--- src/rtl/gnfp_pkg.sv ---
// ----------------------------------------------------------------------------
// gnfp_pkg
// shared constants, codes and record types of the navigation frame parser
// ----------------------------------------------------------------------------
`timescale 1ns / 1ps
`default_nettype none

package gnfp_pkg;

  // frame layout
  localparam int PayloadLen   = 92;
  localparam int PayloadStart = 6;
  localparam int PosW         = 7;

  localparam logic [PosW-1:0] PosSync1   = PosW'(0);
  localparam logic [PosW-1:0] PosSync2   = PosW'(1);
  localparam logic [PosW-1:0] PosClass   = PosW'(2);
  localparam logic [PosW-1:0] PosId      = PosW'(3);
  localparam logic [PosW-1:0] PosLenLo   = PosW'(4);
  localparam logic [PosW-1:0] PosLenHi   = PosW'(5);
  localparam logic [PosW-1:0] PosPayload = PosW'(PayloadStart);
  localparam logic [PosW-1:0] PosCkA     = PosW'(PayloadStart + PayloadLen);

  // header bytes
  localparam logic [7:0] Sync1    = 8'hB5;
  localparam logic [7:0] Sync2    = 8'h62;
  localparam logic [7:0] NavClass = 8'h01;
  localparam logic [7:0] PvtId    = 8'h07;

  // payload offsets of the captured fields
  localparam logic [PosW-1:0] OffYearLo = PosW'(4);
  localparam logic [PosW-1:0] OffYearHi = PosW'(5);
  localparam logic [PosW-1:0] OffMonth  = PosW'(6);
  localparam logic [PosW-1:0] OffDay    = PosW'(7);
  localparam logic [PosW-1:0] OffHour   = PosW'(8);
  localparam logic [PosW-1:0] OffMinute = PosW'(9);
  localparam logic [PosW-1:0] OffSecond = PosW'(10);
  localparam logic [PosW-1:0] OffValid  = PosW'(11);
  localparam logic [PosW-1:0] OffFix    = PosW'(20);
  localparam logic [PosW-1:0] OffSats   = PosW'(23);
  localparam logic [PosW-1:0] OffLon    = PosW'(24);
  localparam logic [PosW-1:0] OffLat    = PosW'(28);

  // validity flag bit for resolved time
  localparam int TimeResolvedBit = 2;

  localparam logic [7:0] MinFixReset = 8'd2;

  typedef enum logic [1:0] {
    ST_NONE     = 2'd0,
    ST_COMMIT   = 2'd1,
    ST_BAD_SUM  = 2'd2,
    ST_WEAK_FIX = 2'd3
  } frame_status_t;

  typedef struct packed {
    logic [15:0]        year;
    logic [7:0]         month;
    logic [7:0]         day;
    logic [7:0]         hour;
    logic [7:0]         minute;
    logic [7:0]         second;
    logic [7:0]         valid_flags;
    logic [7:0]         fix_type;
    logic [7:0]         num_sats;
    logic signed [31:0] longitude;
    logic signed [31:0] latitude;
  } nav_rec_t;

  // framer to record stage, one per accepted word
  typedef struct packed {
    frame_status_t status;
    logic          commit;
    nav_rec_t      shadow;
  } frm_res_t;

endpackage

`default_nettype wire

--- src/rtl/gnfp_if.sv ---
// ----------------------------------------------------------------------------
// gnfp_if
// valid/ready channels of the navigation frame parser
// ----------------------------------------------------------------------------
`timescale 1ns / 1ps
`default_nettype none

interface gnfp_in_if;
  logic       valid;
  logic       ready;
  logic [7:0] rx_byte;

  modport source (output valid, output rx_byte, input ready);
  modport sink   (input valid, input rx_byte, output ready);
endinterface

interface gnfp_out_if;
  logic               valid;
  logic               ready;
  logic [1:0]         frame_status;
  logic               time_resolved;
  logic [15:0]        year;
  logic [7:0]         month;
  logic [7:0]         day;
  logic [7:0]         hour;
  logic [7:0]         minute;
  logic [7:0]         second;
  logic [7:0]         fix_type;
  logic [7:0]         num_sats;
  logic signed [31:0] longitude;
  logic signed [31:0] latitude;

  modport source (
    output valid, output frame_status, output time_resolved, output year,
    output month, output day, output hour, output minute, output second,
    output fix_type, output num_sats, output longitude, output latitude,
    input ready
  );
  modport sink (
    input valid, input frame_status, input time_resolved, input year,
    input month, input day, input hour, input minute, input second,
    input fix_type, input num_sats, input longitude, input latitude,
    output ready
  );
endinterface

`default_nettype wire

--- src/rtl/gnfp_framer.sv ---
// ----------------------------------------------------------------------------
// gnfp_framer
// frame position tracking, fletcher sum, shadow capture and frame verdict
// ----------------------------------------------------------------------------
`timescale 1ns / 1ps
`default_nettype none

module gnfp_framer (
  input  wire logic              clk,
  input  wire logic              rst_n,
  input  wire logic              acc,
  input  wire logic [7:0]        rx_byte,
  input  wire logic [7:0]        min_fix,
  output gnfp_pkg::frm_res_t     res
);

  logic [gnfp_pkg::PosW-1:0] pos_r, pos_nxt;
  logic [7:0]                len_lo_r, len_lo_nxt;
  logic [7:0]                sum_a_r, sum_a_nxt;
  logic [7:0]                sum_b_r, sum_b_nxt;
  logic [7:0]                rx_sum_a_r, rx_sum_a_nxt;
  gnfp_pkg::nav_rec_t        shadow_r, shadow_nxt;

  logic [gnfp_pkg::PosW-1:0] off;
  logic [7:0]                add_a, add_b;
  gnfp_pkg::frame_status_t   status;

  assign off   = pos_r - gnfp_pkg::PosPayload;
  assign add_a = sum_a_r + rx_byte;
  assign add_b = sum_b_r + add_a;

  always_comb begin
    pos_nxt      = gnfp_pkg::PosSync1;
    len_lo_nxt   = len_lo_r;
    sum_a_nxt    = sum_a_r;
    sum_b_nxt    = sum_b_r;
    rx_sum_a_nxt = rx_sum_a_r;
    shadow_nxt   = shadow_r;
    status       = gnfp_pkg::ST_NONE;

    if (pos_r == gnfp_pkg::PosSync1) begin
      if (rx_byte == gnfp_pkg::Sync1) pos_nxt = gnfp_pkg::PosSync2;
    end else if (pos_r == gnfp_pkg::PosSync2) begin
      if (rx_byte == gnfp_pkg::Sync2) pos_nxt = gnfp_pkg::PosClass;
    end else if (pos_r == gnfp_pkg::PosClass) begin
      // sum restarts on the class byte
      if (rx_byte == gnfp_pkg::NavClass) begin
        sum_a_nxt = rx_byte;
        sum_b_nxt = rx_byte;
        pos_nxt   = gnfp_pkg::PosId;
      end
    end else if (pos_r == gnfp_pkg::PosId) begin
      if (rx_byte == gnfp_pkg::PvtId) begin
        sum_a_nxt = add_a;
        sum_b_nxt = add_b;
        pos_nxt   = gnfp_pkg::PosLenLo;
      end
    end else if (pos_r == gnfp_pkg::PosLenLo) begin
      len_lo_nxt = rx_byte;
      sum_a_nxt  = add_a;
      sum_b_nxt  = add_b;
      pos_nxt    = gnfp_pkg::PosLenHi;
    end else if (pos_r == gnfp_pkg::PosLenHi) begin
      sum_a_nxt = add_a;
      sum_b_nxt = add_b;
      if ({rx_byte, len_lo_r} == 16'(gnfp_pkg::PayloadLen)) pos_nxt = gnfp_pkg::PosPayload;
    end else if (pos_r < gnfp_pkg::PosCkA) begin
      sum_a_nxt = add_a;
      sum_b_nxt = add_b;
      pos_nxt   = pos_r + gnfp_pkg::PosW'(1);
      case (off) inside
        gnfp_pkg::OffYearLo: shadow_nxt.year[7:0]   = rx_byte;
        gnfp_pkg::OffYearHi: shadow_nxt.year[15:8]  = rx_byte;
        gnfp_pkg::OffMonth:  shadow_nxt.month       = rx_byte;
        gnfp_pkg::OffDay:    shadow_nxt.day         = rx_byte;
        gnfp_pkg::OffHour:   shadow_nxt.hour        = rx_byte;
        gnfp_pkg::OffMinute: shadow_nxt.minute      = rx_byte;
        gnfp_pkg::OffSecond: shadow_nxt.second      = rx_byte;
        gnfp_pkg::OffValid:  shadow_nxt.valid_flags = rx_byte;
        gnfp_pkg::OffFix:    shadow_nxt.fix_type    = rx_byte;
        gnfp_pkg::OffSats:   shadow_nxt.num_sats    = rx_byte;
        [gnfp_pkg::OffLon:gnfp_pkg::OffLon + gnfp_pkg::PosW'(3)]:
          shadow_nxt.longitude[8*off[1:0] +: 8] = rx_byte;
        [gnfp_pkg::OffLat:gnfp_pkg::OffLat + gnfp_pkg::PosW'(3)]:
          shadow_nxt.latitude[8*off[1:0] +: 8] = rx_byte;
        default: ;
      endcase
    end else if (pos_r == gnfp_pkg::PosCkA) begin
      rx_sum_a_nxt = rx_byte;
      pos_nxt      = gnfp_pkg::PosCkA + gnfp_pkg::PosW'(1);
    end else begin
      // second checksum byte: frame verdict
      if (rx_sum_a_r != sum_a_r || rx_byte != sum_b_r) begin
        status = gnfp_pkg::ST_BAD_SUM;
      end else if (shadow_r.fix_type < min_fix) begin
        status = gnfp_pkg::ST_WEAK_FIX;
      end else begin
        status = gnfp_pkg::ST_COMMIT;
      end
    end
  end

  assign res.status = status;
  assign res.commit = (status == gnfp_pkg::ST_COMMIT);
  assign res.shadow = shadow_r;

  always_ff @(posedge clk) begin
    if (!rst_n) begin
      pos_r      <= gnfp_pkg::PosSync1;
      len_lo_r   <= '0;
      sum_a_r    <= '0;
      sum_b_r    <= '0;
      rx_sum_a_r <= '0;
    end else if (acc) begin
      pos_r      <= pos_nxt;
      len_lo_r   <= len_lo_nxt;
      sum_a_r    <= sum_a_nxt;
      sum_b_r    <= sum_b_nxt;
      rx_sum_a_r <= rx_sum_a_nxt;
    end
  end

  always_ff @(posedge clk) begin
    if (acc) shadow_r <= shadow_nxt;
  end

endmodule

`default_nettype wire

--- src/rtl/gnfp_record.sv ---
// ----------------------------------------------------------------------------
// gnfp_record
// committed record and result register with its valid flag
// ----------------------------------------------------------------------------
`timescale 1ns / 1ps
`default_nettype none

module gnfp_record (
  input  wire logic                    clk,
  input  wire logic                    rst_n,
  input  wire logic                    acc,
  input  wire gnfp_pkg::frm_res_t      res,
  input  wire logic                    out_ready,
  output logic                         out_valid,
  output gnfp_pkg::frame_status_t      status,
  output gnfp_pkg::nav_rec_t           rec
);

  logic                    out_valid_r, out_valid_nxt;
  gnfp_pkg::frame_status_t status_r;
  gnfp_pkg::nav_rec_t      rec_r;

  always_comb begin
    out_valid_nxt = out_valid_r;
    if (acc) begin
      out_valid_nxt = 1'b1;
    end else if (out_ready) begin
      out_valid_nxt = 1'b0;
    end
  end

  // committed record doubles as result payload: it only moves on accept
  always_ff @(posedge clk) begin
    if (!rst_n) begin
      out_valid_r <= 1'b0;
      status_r    <= gnfp_pkg::ST_NONE;
      rec_r       <= '0;
    end else begin
      out_valid_r <= out_valid_nxt;
      if (acc) begin
        status_r <= res.status;
        if (res.commit) rec_r <= res.shadow;
      end
    end
  end

  assign out_valid = out_valid_r;
  assign status    = status_r;
  assign rec       = rec_r;

endmodule

`default_nettype wire

--- src/rtl/gnss_nav_frame_parser.sv ---
// ----------------------------------------------------------------------------
// gnss_nav_frame_parser
// byte-wise navigation frame parser with checksum check and record commit
// ----------------------------------------------------------------------------
//  channel   dir  payload                                      handshake
//  in_ch     in   rx_byte                                      valid/ready
//  out_ch    out  frame_status, committed time/fix/position    valid/ready
//  cfg_*     in   min_fix_type                                 write enable
//
//  one word per cycle while the result register is free or drains: a word
//  accepted at an edge has its result registered in the output register; the path is framer logic into that register
//  in_ch.ready = no result held or the held result is taken this cycle
//  a stalled result holds its word and the committed record together
//  synchronous active-low reset: hunting for sync, record zero, minimum fix 2
// ----------------------------------------------------------------------------
`timescale 1ns / 1ps
`default_nettype none

module gnss_nav_frame_parser (
  input  wire logic        clk,
  input  wire logic        rst_n,
  gnfp_in_if.sink          in_ch,
  gnfp_out_if.source       out_ch,
  input  wire logic        cfg_we,
  input  wire logic [7:0]  cfg_data
);

  // minimum fix type register
  logic [7:0]              min_fix_r;

  logic                    in_acc;
  logic                    out_valid;
  gnfp_pkg::frm_res_t      frm;
  gnfp_pkg::frame_status_t status;
  gnfp_pkg::nav_rec_t      rec;

  always_ff @(posedge clk) begin
    if (!rst_n) begin
      min_fix_r <= gnfp_pkg::MinFixReset;
    end else if (cfg_we) begin
      min_fix_r <= cfg_data;
    end
  end

  // a new word goes in whenever the result register is free or drains now
  assign in_ch.ready = !out_valid || out_ch.ready;
  assign in_acc      = in_ch.valid && in_ch.ready;

  // position, sums and shadow record
  gnfp_framer u_framer (
    .clk     (clk),
    .rst_n   (rst_n),
    .acc     (in_acc),
    .rx_byte (in_ch.rx_byte),
    .min_fix (min_fix_r),
    .res     (frm)
  );

  // committed record and result register
  gnfp_record u_record (
    .clk       (clk),
    .rst_n     (rst_n),
    .acc       (in_acc),
    .res       (frm),
    .out_ready (out_ch.ready),
    .out_valid (out_valid),
    .status    (status),
    .rec       (rec)
  );

  // result fields straight from the committed record
  assign out_ch.valid         = out_valid;
  assign out_ch.frame_status  = status;
  assign out_ch.time_resolved = rec.valid_flags[gnfp_pkg::TimeResolvedBit];
  assign out_ch.year          = rec.year;
  assign out_ch.month         = rec.month;
  assign out_ch.day           = rec.day;
  assign out_ch.hour          = rec.hour;
  assign out_ch.minute        = rec.minute;
  assign out_ch.second        = rec.second;
  assign out_ch.fix_type      = rec.fix_type;
  assign out_ch.num_sats      = rec.num_sats;
  assign out_ch.longitude     = rec.longitude;
  assign out_ch.latitude      = rec.latitude;

`ifndef SYNTHESIS
  // every accepted word shows up as a result with its status
  a_status_passed: assert property (@(posedge clk) disable iff (!rst_n)
    in_acc |=> out_ch.valid && out_ch.frame_status == $past(frm.status))
    else $error("result status does not match accepted word");

  // a commit happens only on a good frame verdict
  a_commit_good: assert property (@(posedge clk) disable iff (!rst_n)
    in_acc && frm.commit |-> frm.status == gnfp_pkg::ST_COMMIT)
    else $error("record committed without good verdict");

  // record holds when the word commits nothing
  a_rec_hold: assert property (@(posedge clk) disable iff (!rst_n)
    in_acc && !frm.commit |=> $stable(out_ch.latitude) && $stable(out_ch.year)
      && $stable(out_ch.fix_type))
    else $error("committed record moved without commit");

  // an empty result register never blocks the input
  a_ready_free: assert property (@(posedge clk) disable iff (!rst_n)
    !out_ch.valid |-> in_ch.ready)
    else $error("input stalled with empty result register");
`endif

endmodule

`default_nettype wire

--- src/flat_wrapper.sv ---
// flat-port wrapper written by rule: the top's interface ports become plain ports
module gnss_nav_frame_parser_flat 
  (clk, rst_n, cfg_we, cfg_data, in_ch_valid, in_ch_rx_byte, in_ch_ready, out_ch_valid, out_ch_frame_status, out_ch_time_resolved, out_ch_year, out_ch_month, out_ch_day, out_ch_hour, out_ch_minute, out_ch_second, out_ch_fix_type, out_ch_num_sats, out_ch_longitude, out_ch_latitude, out_ch_ready);
  gnfp_in_if in_ch_i ();
  gnfp_out_if out_ch_i ();
  input  wire logic clk;
  input  wire logic rst_n;
  input  wire logic cfg_we;
  input  wire logic [7:0] cfg_data;
  input wire logic [$bits(in_ch_i.valid)-1:0] in_ch_valid;
  input wire logic [$bits(in_ch_i.rx_byte)-1:0] in_ch_rx_byte;
  output wire logic [$bits(in_ch_i.ready)-1:0] in_ch_ready;
  output wire logic [$bits(out_ch_i.valid)-1:0] out_ch_valid;
  output wire logic [$bits(out_ch_i.frame_status)-1:0] out_ch_frame_status;
  output wire logic [$bits(out_ch_i.time_resolved)-1:0] out_ch_time_resolved;
  output wire logic [$bits(out_ch_i.year)-1:0] out_ch_year;
  output wire logic [$bits(out_ch_i.month)-1:0] out_ch_month;
  output wire logic [$bits(out_ch_i.day)-1:0] out_ch_day;
  output wire logic [$bits(out_ch_i.hour)-1:0] out_ch_hour;
  output wire logic [$bits(out_ch_i.minute)-1:0] out_ch_minute;
  output wire logic [$bits(out_ch_i.second)-1:0] out_ch_second;
  output wire logic [$bits(out_ch_i.fix_type)-1:0] out_ch_fix_type;
  output wire logic [$bits(out_ch_i.num_sats)-1:0] out_ch_num_sats;
  output wire logic [$bits(out_ch_i.longitude)-1:0] out_ch_longitude;
  output wire logic [$bits(out_ch_i.latitude)-1:0] out_ch_latitude;
  input wire logic [$bits(out_ch_i.ready)-1:0] out_ch_ready;
  assign in_ch_i.valid = in_ch_valid;
  assign in_ch_i.rx_byte = in_ch_rx_byte;
  assign in_ch_ready = in_ch_i.ready;
  assign out_ch_valid = out_ch_i.valid;
  assign out_ch_frame_status = out_ch_i.frame_status;
  assign out_ch_time_resolved = out_ch_i.time_resolved;
  assign out_ch_year = out_ch_i.year;
  assign out_ch_month = out_ch_i.month;
  assign out_ch_day = out_ch_i.day;
  assign out_ch_hour = out_ch_i.hour;
  assign out_ch_minute = out_ch_i.minute;
  assign out_ch_second = out_ch_i.second;
  assign out_ch_fix_type = out_ch_i.fix_type;
  assign out_ch_num_sats = out_ch_i.num_sats;
  assign out_ch_longitude = out_ch_i.longitude;
  assign out_ch_latitude = out_ch_i.latitude;
  assign out_ch_i.ready = out_ch_ready;
  gnss_nav_frame_parser u_core (.clk(clk), .rst_n(rst_n), .in_ch(in_ch_i), .out_ch(out_ch_i), .cfg_we(cfg_we), .cfg_data(cfg_data));
endmodule
--- config.mk ---
export PLATFORM = sky130hd
export DESIGN_NAME = gnss_nav_frame_parser_flat
export DESIGN_NICKNAME = d
export VERILOG_FILES = /design/src/rtl/gnfp_pkg.sv /design/src/rtl/gnfp_if.sv /design/src/rtl/gnfp_framer.sv /design/src/rtl/gnfp_record.sv /design/src/rtl/gnss_nav_frame_parser.sv /design/src/flat_wrapper.sv
export SDC_FILE = /design/constraint.sdc
export NUM_CORES = 1
export LEC_CHECK = 0
export ABC_AREA = 0
export ABC_CLOCK_PERIOD_IN_PS = 4900
export BUFFER_PORTS_ARGS = -buffer_cell sky130_fd_sc_hd__buf_2
export CORE_MARGIN = 2
export CORE_UTILIZATION = 62
export CTS_CLUSTER_DIAMETER = 50
export DETAILED_ROUTE_END_ITERATION = 12
export PLACE_DENSITY = 0.84
export SLEW_MARGIN = 10
export SYNTH_ARGS = -nofsm -noshare
export SYNTH_HDL_FRONTEND = slang
export SYNTH_SLANG_ARGS = --single-unit
--- constraint.sdc ---
create_clock -name clk -period 4.9 [get_ports clk]
set_input_delay 0.735 -clock clk [delete_from_list [all_inputs] [get_ports clk]]
set_output_delay 0.735 -clock clk [all_outputs]
set_load 0.05 [all_outputs]
==> flow_summary_export.csv, run 1 <==
group,metric,value,unit
floorplanning,die_w,151,microns
grt,grt_pass1_wl,46300,microns
sta,timing.slew.headroom,20.1,%
route,drc_errors,0,
clock_tree,clock_path_buffers,3,
logic_synthesis,syn_inst,1232,
floorplanning,die-area,22700,sq um
power,p_comb_share,4.7,%
finish,area_growth_syn_to_layout,15.9,%
clock_tree,cts_root_buf,"clkbuf_16",
clock_tree,cts_resized,0,
sta,setup_viol,0,
clock_tree,ctsHtreeMaxLevel,2,
critical_path,cp-end-kind,"flip-flop",
sta,fmaxAchievable,275,MHz
route,ant_nets,0,
clock_tree,post_cts_buffers,0,
logic_synthesis,synth-seq-cells,324,
critical_path,critPathRequiredTime,5310,ps
job,maxCapViolations,0,
grt,grt_pass1_vias,8812,
sta,slew_violations,0,
finish,drive_gt1_share,16.8,%
power,seq_power_share,49.6,%
placement,finalWeightedCongestion,0.957,
clock_tree,tritoncts,"yes",
floorplanning,num_rows,53,
sta,tightestPinTransition,1190,ps
route,wl_per_cell,18.2,microns
logic_synthesis,syn-num-nets,1287,
logic_synthesis,yosysSeqAreaShare,58.8,%
power,netSwitchingFraction,21.6,%
floorplanning,core_area,21100,sq um
route,drt_first_pass_iters,5,
route,drtIter0Drc,864,
finish,nets,1424,
sta,finalWorstSetupSlack,1270,ps
finish,final_common_cell,"nand2_1",
route,vias_per_cell,5.61,
sta,fin_crit_sh,74.1,%
critical_path,reg2reg_from,"u_core.u_framer.pos_r[0]$_SDFFE_PN0P_",
logic_synthesis,synthArstFlopShare,0,%
logic_synthesis,synth_flop_cell,"dfxtp_1",
placement,dpl_worst_slack,1110,ps
power,p_leak,7.24,nW
floorplanning,die_h,151,microns
finish,multi_input_area,5100,sq um
critical_path,path_class,"reg -> reg",
finish,antenna_cells,0,
clock_tree,postCtsHoldBufs,0,
sta,hold_violations,0,
finish,fillers,1439,
sta,rsz0062_at_grt,"false",
clock_tree,cts_sinks,324,
placement,io_buffers,161,
placement,dpl.hpwl,18900,microns
power,power.switching,1.23,mW
route,route.vias.total,9366,
logic_synthesis,synthTopCellsByArea,"edfxtp_1, dfxtp_1, mux2i_1",
logic_synthesis,synth.distinct_cells,56,
critical_path,worstPathArrival,4050,ps
logic_synthesis,mappedNetlistArea,13400,sq um
grt,overflow,0,
hold_path,min_to,"u_core.u_record.rec[93]$_SDFFE_PN0P_",
power,ir_worst_vdd,0.258,mV
power,p_int,4.48,mW
hold_path,holdCritPathClass,"reg -> reg",
sta,clock_skew,27.5,ps
logic_synthesis,synth_edf_count,137,
grt,grt_max_degree,188,
grt,antenna_found_initial,0,
critical_path,worstPathMaxFanout,64,
logic_synthesis,avgSynthCellArea,10.8,sq um
clock_tree,cts_buffers,35,
hold_path,hold_depth,2,
floorplanning,io_pins,162,
route,wirelength,30400,microns
finish,layout_common_cells,"nand2_1, dfxtp_1, buf_2",
critical_path,reg2regPathDepth,9,
grt,grt_usage,26.2,%
outcome,status,"finished clean",
hold_path,min-delay-start,"u_core.u_record.rec[93]$_SDFFE_PN0P_",
critical_path,cp-start-kind,"flip-flop",
finish,seq_area,7860,sq um
logic_synthesis,yosysWarnings,0,
clock_tree,insertion_delay,520,ps
critical_path,r2r-end,"u_core.u_record.rec[40]$_SDFFE_PN0P_",
logic_synthesis,synth_top_area_share,30.8,%
floorplanning,start_util,63.3,%
logic_synthesis,yosys.area.top_type,"edfxtp_1",
power,cellPowerDensity,369,nW/um^2
power,power_frac_clock,45.7,%
clock_tree,path_clk_slew,60,ps
critical_path,r2r_setup_slack,1270,ps
sta,min_period,3630,ps
sta,tns,0,ps
worst max-delay path, stage by stage, from the launching register on:
cell	delay (ps)
dfxtp_1	410
inv_1	260
ha_1	460
o21bai_1	120
a21boi_0	210
nand2b_1	340
nor3_1	190
nand2_4	270
buf_4	870
mux2i_1	310
how the worst max path moves through the flow:
| stage | start | end | slack, ps | depth (start not counted) |
|---|---|---|---|---|
| 6_report | u_core.u_framer.pos_r[0]$_SDFFE_PN0P_ | u_core.u_record.rec[40]$_SDFFE_PN0P_ | 1270 | 9 |
| 5_1_grt | u_core.u_framer.pos_r[0]$_SDFFE_PN0P_ | u_core.u_record.rec[56]$_SDFFE_PN0P_ | 1060 | 9 |
| 4_1_cts | u_core.u_framer.pos_r[0]$_SDFFE_PN0P_ | u_core.u_framer.res[38]$_DFFE_PP_ | 1340 | 8 |
| 3_5_place_dp | in_ch_rx_byte[1] | u_core.u_framer.sum_b_r[7]$_SDFFE_PN0P_ | 1110 | 15 |
| 3_3_place_gp | in_ch_rx_byte[1] | u_core.u_framer.sum_b_r[7]$_SDFFE_PN0P_ | 1180 | 15 |
| 2_1_floorplan | in_ch_rx_byte[1] | u_core.u_framer.sum_b_r[7]$_SDFFE_PN0P_ | 1550 | 15 |
Yosys cell counts, types with 16 or more instances:
cell      count
nor2b_1      30
mux2i_1     158
xor2_1       21
clkbuf_1     51
edfxtp_1    137
nor2_1       36
nor3_1       26
and2_1       31
dfxtp_1     187
inv_1        24
ha_1         32
o21ai_0      16
buf_2        22
a21oi_1      25
nand3_1      16
nand2_1     315
per-stage QoR:
stage          power [mW]  utilization (%)  instance area (sq um)  cells  hold slack [ps]
4_1_cts              5.74             73.4                  15500   1671              456
3_3_place_gp         3.15             68.0                  14300   1607              442
5_1_grt              5.87             73.4                  15500   1671              469
3_5_place_dp         3.15             68.0                  14300   1607              448
6_report             5.71             73.4                  15500   1671              454
2_1_floorplan        3.07                -                  13400   1232              459
layer usage:
layer	vias to the layer above	routed length, microns	GRT usage [%]
li1	4483	-	-
met1	4462	13100	36.0
met2	350	14500	42.5
met3	71	2010	4.76
met4	0	833	8.74
met5	-	0	0
registers in the layout, indices dropped and copies added, names as in the netlist:
register	flops
u_core.min_fix_r	8
u_core.u_framer.len_lo_r	8
u_core.u_framer.pos_r	7
u_core.u_framer.res	137
u_core.u_framer.rx_sum_a_r	8
u_core.u_framer.sum_a_r	8
u_core.u_framer.sum_b_r	8
u_core.u_record.out_valid	1
u_core.u_record.rec	137
u_core.u_record.status	2
layout make-up:
| class | count | area share [%] |
|---|---|---|
| clock inverters | 11 | 0.962 |
| well taps | 275 | 2.22 |
| flip-flops and latches | 324 | 50.7 |
| repair buffers | 177 | 6.12 |
| inverters | 24 | 0.582 |
| multi-input cells | 807 | 32.9 |
| clock buffers | 53 | 6.42 |
power by group through the flow:
| stage | registers, mW | clock network (mW) | logic (mW) |
|---|---|---|---|
| 4_1_cts | 2.83 | 2.64 | 0.268 |
| 5_1_grt | 2.83 | 2.74 | 0.297 |
| 3_3_place_gp | 2.89 | 0 | 0.259 |
| 3_5_place_dp | 2.89 | 0 | 0.265 |
| 2_1_floorplan | 2.89 | 0 | 0.186 |
| 6_report | 2.83 | 2.61 | 0.271 |
cells by family (layout without fill, tap and decap cells):
| logic type | count (synthesis) | after routing | synth area share (%) |
|---|---|---|---|
| multiplexers | 158 | 158 | 11.8 |
| buffers and inverters | 101 | 265 | 3.12 |
| flip-flops | 324 | 324 | 58.8 |
| XOR/XNOR | 32 | 32 | 2.10 |
| AO/OA/AOI/OAI | 85 | 85 | 4.18 |
| AND/OR/NAND/NOR | 498 | 498 | 16.6 |
| adder cells (fa/ha/maj) | 34 | 34 | 3.30 |
Note: power is estimated with default switching activity, not from simulation.
==> inputs of run 2 (changes only) <==
--- a/config.mk
+++ b/config.mk
@@ -6,13 +6,13 @@
 export NUM_CORES = 1
 export LEC_CHECK = 0
 export ABC_AREA = 0
-export ABC_CLOCK_PERIOD_IN_PS = 4900
+export ABC_CLOCK_PERIOD_IN_PS = 3600
 export BUFFER_PORTS_ARGS = -buffer_cell sky130_fd_sc_hd__buf_2
 export CORE_MARGIN = 2
-export CORE_UTILIZATION = 62
+export CORE_UTILIZATION = 58
 export CTS_CLUSTER_DIAMETER = 50
 export DETAILED_ROUTE_END_ITERATION = 12
-export PLACE_DENSITY = 0.84
+export PLACE_DENSITY = 0.8
 export SLEW_MARGIN = 10
 export SYNTH_ARGS = -nofsm -noshare
 export SYNTH_HDL_FRONTEND = slang
==> constraint.sdc (replaced) <==
create_clock -name clk -period 3.6 [get_ports clk]
set_input_delay 0.54 -clock clk [delete_from_list [all_inputs] [get_ports clk]]
set_output_delay 0.54 -clock clk [all_outputs]
set_load 0.05 [all_outputs]
==> flow_summary_export.csv, run 2 (synthesized netlist as in run 1, its figures left out) <==
group,metric,value,unit
outcome,status,"finished clean",
finish,antenna_cells,0,
floorplanning,die-area,24300,sq um
hold_path,holdCritPathClass,"in -> reg",
floorplanning,num_rows,55,
hold_path,hold_depth,3,
route,drtIter0Drc,852,
sta,fin_crit_sh,91.5,%
power,p_leak,7.37,nW
critical_path,critical_path.top_delay_family,"adder cells",
sta,finalWorstSetupSlack,306,ps
sta,timing.slew.headroom,42.9,%
clock_tree,postCtsHoldBufs,0,
floorplanning,core_area,22600,sq um
grt,overflow,0,
clock_tree,insertion_delay,520,ps
placement,io_buffers,161,
sta,whs,260,ps
critical_path,critPathRequiredTime,3990,ps
sta,fmaxAchievable,304,MHz
sta,rsz0062_at_grt,"false",
critical_path,path_cells,"ha_1, inv_1, fa_1, nor2b_1, o21ai_0, nand2b_1, xor2_1, ha_1, nand3_1, o211ai_1, nor4_1, nor3_1, xor2_1, nor4_1, o31a_1",
critical_path,critPathSlowestCell,"dfxtp_1",
clock_tree,cts_resized,0,
job,maxCapViolations,0,
route,wl_per_cell,17.6,microns
critical_path,cp-end-kind,"flip-flop",
finish,multi_input_area,5100,sq um
placement,dpl.hpwl,19500,microns
critical_path,crit_buf_inv,1,
finish,fillers,1611,
critical_path,worstPathMaxFanout,5,
floorplanning,io_pins,162,
placement,finalWeightedCongestion,0.944,
grt,grt_max_degree,167,
clock_tree,tritoncts,"yes",
route,drc_errors,0,
clock_tree,cts_sinks,324,
clock_tree,cts_buffers,36,
finish,final_cell_area,15700,sq um
sta,clock_skew,18.7,ps
clock_tree,path_clk_slew,60,ps
clock_tree,post_cts_buffers,0,
power,ir_worst_vdd,0.286,mV
sta,tns,0,ps
route,drt_first_pass_iters,5,
route,route.vias.total,9337,
clock_tree,cts_root_buf,"clkbuf_16",
route,vias_per_cell,5.49,
sta,setup_viol,0,
critical_path,path_class,"reg -> reg",
critical_path,r2r-end,"u_core.u_framer.sum_b_r[7]$_SDFFE_PN0P_",
floorplanning,die_w,156,microns
critical_path,worstPathArrival,3680,ps
critical_path,slowest_delay,420,ps
floorplanning,start_util,59.0,%
hold_path,min_to,"u_core.min_fix_r[1]$_SDFFE_PN1P_",
placement,dpl_worst_slack,181,ps
critical_path,reg2reg_from,"u_core.u_framer.sum_a_r[0]$_SDFFE_PN0P_",
finish,nets,1444,
power,cellPowerDensity,502,nW/um^2
grt,grt_pass1_wl,47100,microns
finish,seq_area,7860,sq um
clock_tree,clock_path_buffers,3,
finish,drive_gt1_share,18.5,%
floorplanning,die_h,156,microns
sta,min_period,3290,ps
sta,hold_violations,0,
finish,final_common_cell,"nand2_1",
sta,slew_violations,0,
sta,tightestPinTransition,850,ps
finish,area_growth_syn_to_layout,17.6,%
critical_path,reg2regPathDepth,15,
finish,layout_common_cells,"nand2_1, dfxtp_1, buf_2",
route,wirelength,30000,microns
placement,post_dp_cell_area,14500,sq um
grt,grt_pass1_vias,8908,
grt,grt_usage,24.6,%
grt,antenna_found_initial,1,
critical_path,cp-start-kind,"flip-flop",
hold_path,min-delay-start,"cfg_data[1]",
critical_path,r2r_setup_slack,310,ps
route,ant_nets,0,
clock_tree,ctsHtreeMaxLevel,2,
-- run 2: per-stage QoR --
step / total power [mW] / utilization (%) / cells
after floorplan: 4.18 / - / 1232
after global placement: 4.29 / 64.1 / 1636
after detailed placement: 4.30 / 64.1 / 1636
after CTS: 7.92 / 69.4 / 1702
after global routing: 8.10 / 69.4 / 1702
final: 7.89 / 69.4 / 1702
-- run 2: per-layer routing --
layer  up-vias  wire length (microns)  GRT usage, %
met5         -                      0             0
met4         0                    646          7.16
met3        53                   2010          4.50
met2       335                  14100          39.4
met1      4428                  13300          34.6
li1       4521                      -             -
-- run 2: report_power, final --
part           internal [mW]  total, mW  switching (mW)  leakage, nW
clock                   2.17       3.66            1.48        0.575
sequential              3.84       3.85          0.0162         2.75
combinational          0.127      0.375           0.247         4.05
total                   6.14       7.89            1.75         7.37
-- run 2: how the worst max path moves through the flow --
stage / end / depth (start not counted) / slack [ps] / startpoint
after global routing: u_core.u_framer.sum_b_r[7]$_SDFFE_PN0P_ / 15 / 110 / u_core.u_framer.sum_a_r[0]$_SDFFE_PN0P_
after global placement: u_core.u_framer.sum_b_r[7]$_SDFFE_PN0P_ / 16 / 240 / in_ch_rx_byte[0]
final: u_core.u_framer.sum_b_r[7]$_SDFFE_PN0P_ / 15 / 310 / u_core.u_framer.sum_a_r[0]$_SDFFE_PN0P_
after floorplan: u_core.u_framer.sum_b_r[7]$_SDFFE_PN0P_ / 15 / 440 / in_ch_rx_byte[1]
after detailed placement: u_core.u_framer.sum_b_r[7]$_SDFFE_PN0P_ / 16 / 180 / in_ch_rx_byte[0]
after CTS: u_core.u_framer.sum_b_r[7]$_SDFFE_PN0P_ / 15 / 360 / u_core.u_framer.sum_a_r[0]$_SDFFE_PN0P_
-- run 2: final cells by class --
class / count / share of cell area [%]
Clock inverter: 20 / 1.35
Clock buffer: 46 / 6.24
Tap cell: 285 / 2.27
Sequential cell: 324 / 50.0
Multi-Input combinational cell: 807 / 32.4
Timing Repair Buffer: 196 / 7.10
Inverter: 24 / 0.574
-- run 2: worst register-to-register path, cell delays in order, from the launching register on --
cell	delay [ps]
dfxtp_1	420
ha_1	230
inv_1	70
fa_1	420
nor2b_1	120
o21ai_0	90
nand2b_1	120
xor2_1	100
ha_1	380
nand3_1	100
o211ai_1	240
nor4_1	80
nor3_1	240
xor2_1	210
nor4_1	70
o31a_1	300
==> inputs of run 3 (changes only) <==
==> constraint.sdc (replaced) <==
create_clock -name clk -period 3.6 [get_ports clk]
set_input_delay 0.36 -clock clk [delete_from_list [all_inputs] [get_ports clk]]
set_output_delay 0.36 -clock clk [all_outputs]
set_load 0.05 [all_outputs]
==> flow_summary_export.csv, run 3 (synthesized netlist as in run 1, its figures left out) <==
group,metric,value,unit
outcome,status,"finished clean",
sta,slew_violations,0,
sta,tightestPinTransition,896,ps
sta,fin_crit_sh,88.4,%
clock_tree,insertion_delay,510,ps
sta,min_period,3180,ps
sta,fmaxAchievable,314,MHz
critical_path,path_class,"reg -> reg",
grt,overflow,0,
route,drc_errors,0,
clock_tree,cts_resized,0,
clock_tree,tritoncts,"yes",
finish,antenna_cells,0,
finish,seq_area,7860,sq um
finish,layout_common_cells,"nand2_1, dfxtp_1, buf_2",
sta,clock_skew,16.9,ps
sta,timing.slew.headroom,39.8,%
clock_tree,cts_root_buf,"clkbuf_16",
critical_path,cp-start-kind,"flip-flop",
clock_tree,ctsHtreeMaxLevel,2,
grt,grt_pass1_wl,47300,microns
sta,finalWorstSetupSlack,416,ps
route,vias_per_cell,5.52,
clock_tree,path_clk_slew,60,ps
finish,multi_input_area,5100,sq um
floorplanning,core_area,22600,sq um
clock_tree,clock_path_buffers,3,
critical_path,cp-end-kind,"flip-flop",
clock_tree,post_cts_buffers,0,
sta,hold_violations,0,
job,maxCapViolations,0,
floorplanning,start_util,59.0,%
floorplanning,num_rows,55,
power,cellPowerDensity,501,nW/um^2
placement,finalWeightedCongestion,0.914,
floorplanning,io_pins,162,
route,wirelength,30100,microns
route,route.vias.total,9397,
clock_tree,cts_buffers,35,
route,ant_nets,0,
route,drtIter0Drc,751,
finish,area_growth_syn_to_layout,17.7,%
critical_path,critPathRequiredTime,4000,ps
sta,tns,0,ps
hold_path,holdCritPathClass,"in -> reg",
grt,grt_pass1_vias,9057,
placement,dpl_worst_slack,369,ps
finish,nets,1444,
clock_tree,postCtsHoldBufs,0,
critical_path,worstPathArrival,3580,ps
finish,drive_gt1_share,18.4,%
grt,grt_max_degree,115,
grt,grt_usage,24.7,%
placement,io_buffers,161,
critical_path,reg2regPathDepth,15,
power,ir_worst_vdd,0.336,mV
floorplanning,die-area,24300,sq um
finish,final_common_cell,"nand2_1",
floorplanning,die_w,156,microns
route,wl_per_cell,17.7,microns
floorplanning,die_h,156,microns
sta,setup_viol,0,
route,drt_first_pass_iters,5,
grt,antenna_found_initial,0,
placement,dpl.hpwl,19700,microns
power,p_leak,7.39,nW
clock_tree,cts_sinks,324,
sta,rsz0062_at_grt,"false",
critical_path,worstPathMaxFanout,5,
hold_path,hold_depth,3,
finish,fillers,1642,
==> run 3: path summary, 6_finish.rpt <==
path,end,start,slack (ps)
min,u_core.min_fix_r[1]$_SDFFE_PN1P_,cfg_data[1],70
max,u_core.u_framer.sum_b_r[7]$_SDFFE_PN0P_,u_core.u_framer.sum_a_r[0]$_SDFFE_PN0P_,420
max reg2reg,u_core.u_framer.sum_b_r[7]$_SDFFE_PN0P_,u_core.u_framer.sum_a_r[0]$_SDFFE_PN0P_,420
min reg2reg,u_core.u_record.rec[95]$_SDFFE_PN0P_,u_core.u_record.rec[95]$_SDFFE_PN0P_,460
==> run 3: layout make-up <==
class,count,share of cell area (%)
sequential,324,50.0
multi-input combinational,807,32.4
timing repair buffer,197,7.22
clock buffer,47,6.18
tap,285,2.27
clock inverter,17,1.38
inverter,24,0.573
==> run 3: critical path, stage by stage (launching register included) <==
cell      delay, ps
dfxtp_1         380
ha_1            200
inv_1            60
fa_1            430
nor2b_1         120
o21ai_0          80
nand2b_1        120
xor2_1           90
ha_1            370
nand3_1          90
o211ai_1        230
nor4_1           80
nor3_1          220
xor2_1          210
nor4_1           70
o31a_1          290
==> run 3: metal layers <==
metal  part of all wire, %  up-vias  wire [microns]  GRT usage (%)
li1                      -     4522               -              -
met1                    44     4544           13300           33.5
met2                    49      272           14800           42.0
met3                   4.9       59            1490           4.11
met4                   1.8        0             542           5.90
met5                     0        -               0              0
==> run 3: report_power, final <==
group	internal [mW]	switching, mW
clock	2.21	1.44
sequential	3.84	0.0153
combinational	0.127	0.246
total	6.17	1.71
==> run 3: metrics by stage <==
step           hold WS (ps)  power, mW  cells  cell area (sq um)  utilization, %
6_report               73.4       7.88   1701              15700            69.5
5_1_grt                93.0       8.12   1701              15700            69.5
4_1_cts                70.2       7.95   1701              15700            69.5
3_5_place_dp            449       4.30   1637              14500            64.2
3_3_place_gp            442       4.29   1637              14500            64.2
2_1_floorplan           459       4.18   1232              13400               -
